$ cat config.mk
export PLATFORM = sky130hd
export DESIGN_NAME = he8_div
export DESIGN_NICKNAME = d
export VERILOG_FILES = /design/src/rtl/core/he8_pkg.sv /design/src/rtl/core/he8_div.sv
export SDC_FILE = /design/constraint.sdc
export NUM_CORES = 1
export LEC_CHECK = 0
export BUFFER_PORTS_ARGS = -buffer_cell sky130_fd_sc_hd__clkbuf_2
export CORE_ASPECT_RATIO = 0.75
export CORE_UTILIZATION = 60
export CTS_CLUSTER_DIAMETER = 200
export DETAILED_ROUTE_END_ITERATION = 16
export GPL_ROUTABILITY_DRIVEN = 0
export PLACE_DENSITY_LB_ADDON = 0.3
export RECOVER_POWER = 50
export SYNTH_ARGS = -nofsm -noshare
export SYNTH_HDL_FRONTEND = slang
export SYNTH_SLANG_ARGS = --single-unit
$ cat constraint.sdc
create_clock -name clk_i -period 9 [get_ports clk_i]
set_input_delay 1.8 -clock clk_i [delete_from_list [all_inputs] [get_ports clk_i]]
set_output_delay 1.8 -clock clk_i [all_outputs]
set_load 0.01 [all_outputs]
$ cat src/rtl/core/he8_pkg.sv
package he8_pkg;

  localparam int NumBins   = 256;
  localparam int BinAddrW  = $clog2(NumBins);
  localparam int PixW      = 8;
  localparam int OpW       = 2;
  localparam int CntW      = 23;
  // cumulative sum over all bins, and that sum times 255
  localparam int CumW      = CntW + BinAddrW;
  localparam int NumW      = CumW + PixW;

  localparam int unsigned MaxPixels  = 4194304;
  localparam int unsigned WidthMax   = (2 ** CntW) - 1;
  localparam int unsigned CountLimit = (MaxPixels < WidthMax) ? MaxPixels : WidthMax;

  typedef enum logic [OpW-1:0] {
    OP_CLEAR = 2'd0,
    OP_COUNT = 2'd1,
    OP_BUILD = 2'd2,
    OP_MAP   = 2'd3
  } he8_op_e;

  typedef enum logic [2:0] {
    ST_IDLE,
    ST_COUNT,
    ST_MAP,
    ST_BLD_RD,
    ST_BLD_ACC,
    ST_BLD_START,
    ST_BLD_WAIT
  } he8_state_e;

  typedef struct packed {
    logic            start;
    logic [NumW-1:0] num;
    logic [CntW-1:0] den;
  } he8_div_req_t;

endpackage

$ cat src/rtl/core/he8_div.sv
// floor(num / den) clamped to 255, zero for den == 0; one quotient bit per cycle
module he8_div import he8_pkg::*; (
  input  logic         clk_i,
  input  logic         rst_ni,
  input  he8_div_req_t req_i,
  output logic         done_o,
  output logic [PixW-1:0] quot_o
);

  localparam int StepW = $clog2(PixW + 1);

  logic             busy_q;
  logic [StepW-1:0] step_q;
  logic             done_q;
  logic [NumW-1:0]  rem_q;
  logic [CntW-1:0]  den_q;
  logic [CumW-1:0]  sh_q;
  logic [PixW-1:0]  quot_q;

  logic            den_zero;
  logic            clamp;
  logic            take;
  logic [NumW-1:0] trial;

  assign den_zero = (den_q == '0);
  assign clamp    = (rem_q >= NumW'({den_q, {PixW{1'b0}}}));
  assign take     = (rem_q >= NumW'(sh_q));
  assign trial    = rem_q - NumW'(sh_q);

  always_ff @(posedge clk_i or negedge rst_ni) begin
    if (!rst_ni) begin
      busy_q <= 1'b0;
      step_q <= '0;
      done_q <= 1'b0;
    end else begin
      done_q <= 1'b0;
      if (req_i.start) begin
        busy_q <= 1'b1;
        step_q <= '0;
      end else if (busy_q) begin
        if (step_q == '0) begin
          if (den_zero || clamp) begin
            busy_q <= 1'b0;
            done_q <= 1'b1;
          end else begin
            step_q <= StepW'(1);
          end
        end else begin
          if (step_q == StepW'(PixW)) begin
            busy_q <= 1'b0;
            done_q <= 1'b1;
          end
          step_q <= step_q + StepW'(1);
        end
      end
    end
  end

  always_ff @(posedge clk_i) begin
    if (req_i.start) begin
      rem_q <= req_i.num;
      den_q <= req_i.den;
    end else if (busy_q) begin
      if (step_q == '0) begin
        // range check: anything at or above den*256 saturates
        if (den_zero) begin
          quot_q <= '0;
        end else if (clamp) begin
          quot_q <= '1;
        end else begin
          quot_q <= '0;
        end
        sh_q <= CumW'({den_q, {(PixW-1){1'b0}}});
      end else begin
        if (take) begin
          rem_q <= trial;
        end
        quot_q <= {quot_q[PixW-2:0], take};
        sh_q   <= sh_q >> 1;
      end
    end
  end

  assign done_o = done_q;
  assign quot_o = quot_q;

endmodule
==> metrics.yaml <==
status: "finished with violations"
violations: "capacitance limit, slew limit"
synth_flop_cell: "edfxtp_1"
hold_path.class: "reg -> reg"
path_class: "in -> reg"
max-vdd-ir-drop_mv: 0.106
htreeDepth: 3
synthesis.area_mm2: 0.00678
leakage_nw: 3.18
wl_per_cell_um: 17.6
nets: 888
slowest_delay_ns: 2.82
cp_slowest_cell: "clkbuf_1"
yosysSeqAreaShare_pct: 46.5
cts_tree: "yes"
grt_pass1_wl_mm: 25.9
dr.first_iter.drc_count: 403
cp-start-kind: "primary input"
instances_no_fill: 912
port_buffers: 73
drive_above_1_share_pct: 11.9
drc: 0
grt_pass1_vias: 5254
ys_types: 58
endpoint_kind: "flip-flop"
arrival_ns: 5.33
clk_latency_ns: 0.36
grt_overflow_total: 0
pin_count: 74
antenna_found_initial: 0
worstPathRequired_ns: 8.93
vias_per_cell: 6.08
dp_hpwl_mm: 11.7
cts_root_buffer: "clkbuf_16"
synthCells: 704
die_y_um: 94.0
met2_usage_pct: 43.9
synth_warnings: 0
postCtsHoldBufs: 0
die_w_um: 125
fin_area_mm2: 0.00751
timing.slew.headroom_pct: -167
r2r_slack_ns: 5.50
crit_path_start: "req_i[62]"
post-place-ws_ns: 5.54
start_util_pct: 61.9
crit_top_cell: "clkbuf_1"
grt_busiest_layer: "met2"
post_cts_resized: 0
met3_usage_pct: 6.09
r2r-start: "rem_q[8]$_DFFE_PP_"
cpLargestDelayFamily: "buffers and inverters"
antenna_left: 0
vias: 5542
grt_max_degree: 94
finalWorstSetupSlack_ns: 3.60
cp.buffers_inverters: 2
dp.cells: 896
clock_skew_ns: 0.00921
track_usage_pct: 28.5
synthArstFlopShare_pct: 5.66
worstHoldStart: "quot_o[5]$_DFFE_PP_"
fin_crit_sh_pct: 60.0
clock_tree.buffer_depth: 2
die_area_mm2: 0.0117
tightest_slew_ns: 4.00
setup-violations-final: 0
final_hold_viol_count: 0
diodes: 0
synth_edf_count: 100
drv_slew: 149
fin_tns_setup_ns: 0
drtPass1Iterations: 5
synthToLayoutAreaGrowth_pct: 10.9
post_cts_buffers: 0
core_area_mm2: 0.0109
power_density_mw_per_mm2: 180
row_count: 33
cp_max_fo: 93
syn_nets: 825
synth-seq-cells: 106
syn_area_per_cell_um2: 9.63
clkTransAtPathRegs_ns: 0.07
wirelength_mm: 16.0
n_fill_cell: 842
cp_cell_sequence: "clkbuf_1 > clkbuf_1 > o31ai_1"
max_freq_ghz: 0.185
numCtsBuffers: 9
whs_ns: 0.548
clkSinkCount: 106
place_area_mm2: 0.00726
fin_crit_ns: 5.40
use_met1_pct: 40.1
rsz0062_at_grt: "no"
max-cap-violations: 2
kinds of logic (layout without fill, tap and decap cells):
group	Yosys count	after routing	share of synthesized area [%]
flip-flops	106	106	46.5
AO/OA/AOI/OAI	190	190	17.5
XOR/XNOR	24	24	3.10
AND/OR/NAND/NOR	235	235	16.7
adder cells (fa/ha/maj)	56	56	10.4
multiplexers	4	4	0.591
buffers and inverters	89	157	5.17
cells in the mapped netlist (8+ instances only):
cell | n | area [µm²]
a31oi_1 | 10 | 62.6
a21oi_1 | 35 | 175
o21ai_0 | 67 | 335
edfxtp_1 | 100 | 3000
inv_1 | 65 | 244
nor2b_1 | 10 | 62.6
nand4_1 | 11 | 68.8
nand2b_1 | 9 | 56.3
nor4_1 | 8 | 50.1
nand3_1 | 10 | 50.1
nand2_1 | 96 | 360
nor3_1 | 14 | 70.1
a21o_1 | 21 | 158
xor2_1 | 10 | 87.6
xnor2_1 | 14 | 123
or3_1 | 9 | 56.3
nor2_1 | 40 | 150
clkbuf_1 | 20 | 75.1
ha_1 | 55 | 688
o31ai_1 | 9 | 67.6
cell type report:
| class | count | area (µm²) | area share, % |
|---|---|---|---|
| sequential | 106 | 3150 | 42.0 |
| clock inverter | 2 | 13.8 | 0.183 |
| tap | 140 | 175 | 2.33 |
| timing repair buffer | 76 | 367 | 4.88 |
| clock buffer | 14 | 265 | 3.53 |
| inverter | 65 | 244 | 3.25 |
| multi-input combinational | 509 | 3300 | 43.9 |
cell usage in the layout, fill, tap and decap left out, types with 10 or more instances in the layout:
cell type,n
a21o_1,21
a21oi_1,35
a31oi_1,10
clkbuf_1,17
clkbuf_16,10
clkbuf_2,62
edfxtp_1,100
ha_1,55
inv_1,65
nand2_1,96
nand3_1,10
nand4_1,11
nor2_1,40
nor3_1,14
o21ai_0,66
xnor2_1,14
xor2_1,10
per-layer routing:
metal / vias up / wire, µm
met5: - / 0
met4: 0 / 340
met3: 29 / 1280
met2: 234 / 6880
met1: 2598 / 7500
li1: 2681 / -
report_power, final:
group | leakage (nW) | internal (W) | switching (W)
clock | 0.136 | 0.000205 | 0.000177
combinational | 2.02 | 0.000144 | 0.000206
sequential | 1.02 | 0.000591 | 0.0000278
total | 3.18 | 0.000940 | 0.000410
path summary, 6_finish.rpt:
kind                                               to  cells past startpoint
worst min register to register    quot_o[6]$_DFFE_PP_                      2
min in group asynchronous       step_q[2]$_DFFE_PN0P_                      1
worst min-delay path              quot_o[6]$_DFFE_PP_                      2
worst max-delay path               rem_q[5]$_DFFE_PP_                      3
worst max register to register    rem_q[13]$_DFFE_PP_                     10
max in group asynchronous       step_q[1]$_DFFE_PN0P_                      1
sequential cells by signal, summed over array words and instances (netlist names):
| signal | count |
|---|---|
| rem_q | 39 |
| sh_q | 30 |
| den_q | 23 |
| quot_o | 8 |
| step_q | 4 |
| busy_q | 1 |
| done_o | 1 |
worst reg2reg max path, stage by stage, from the launching register on:
cell      delay, ns
edfxtp_1       0.40
ha_1           0.38
nand2_1        0.11
or3_1          0.39
a21oi_2        0.19
o21ai_0        0.17
o31ai_2        0.45
o31ai_2        0.16
and3_1         0.23
o21ai_4        0.15
buf_4          0.51
metrics by stage:
stage | total power, W | util (%)
finish | 0.00135 | 68.7
global route | 0.00142 | 68.7
CTS | 0.00134 | 68.9
detailed placement | 0.000969 | 66.3
global placement | 0.000954 | 66.3
floorplan | 0.000875 | -
(Power assumes the default switching activity.)
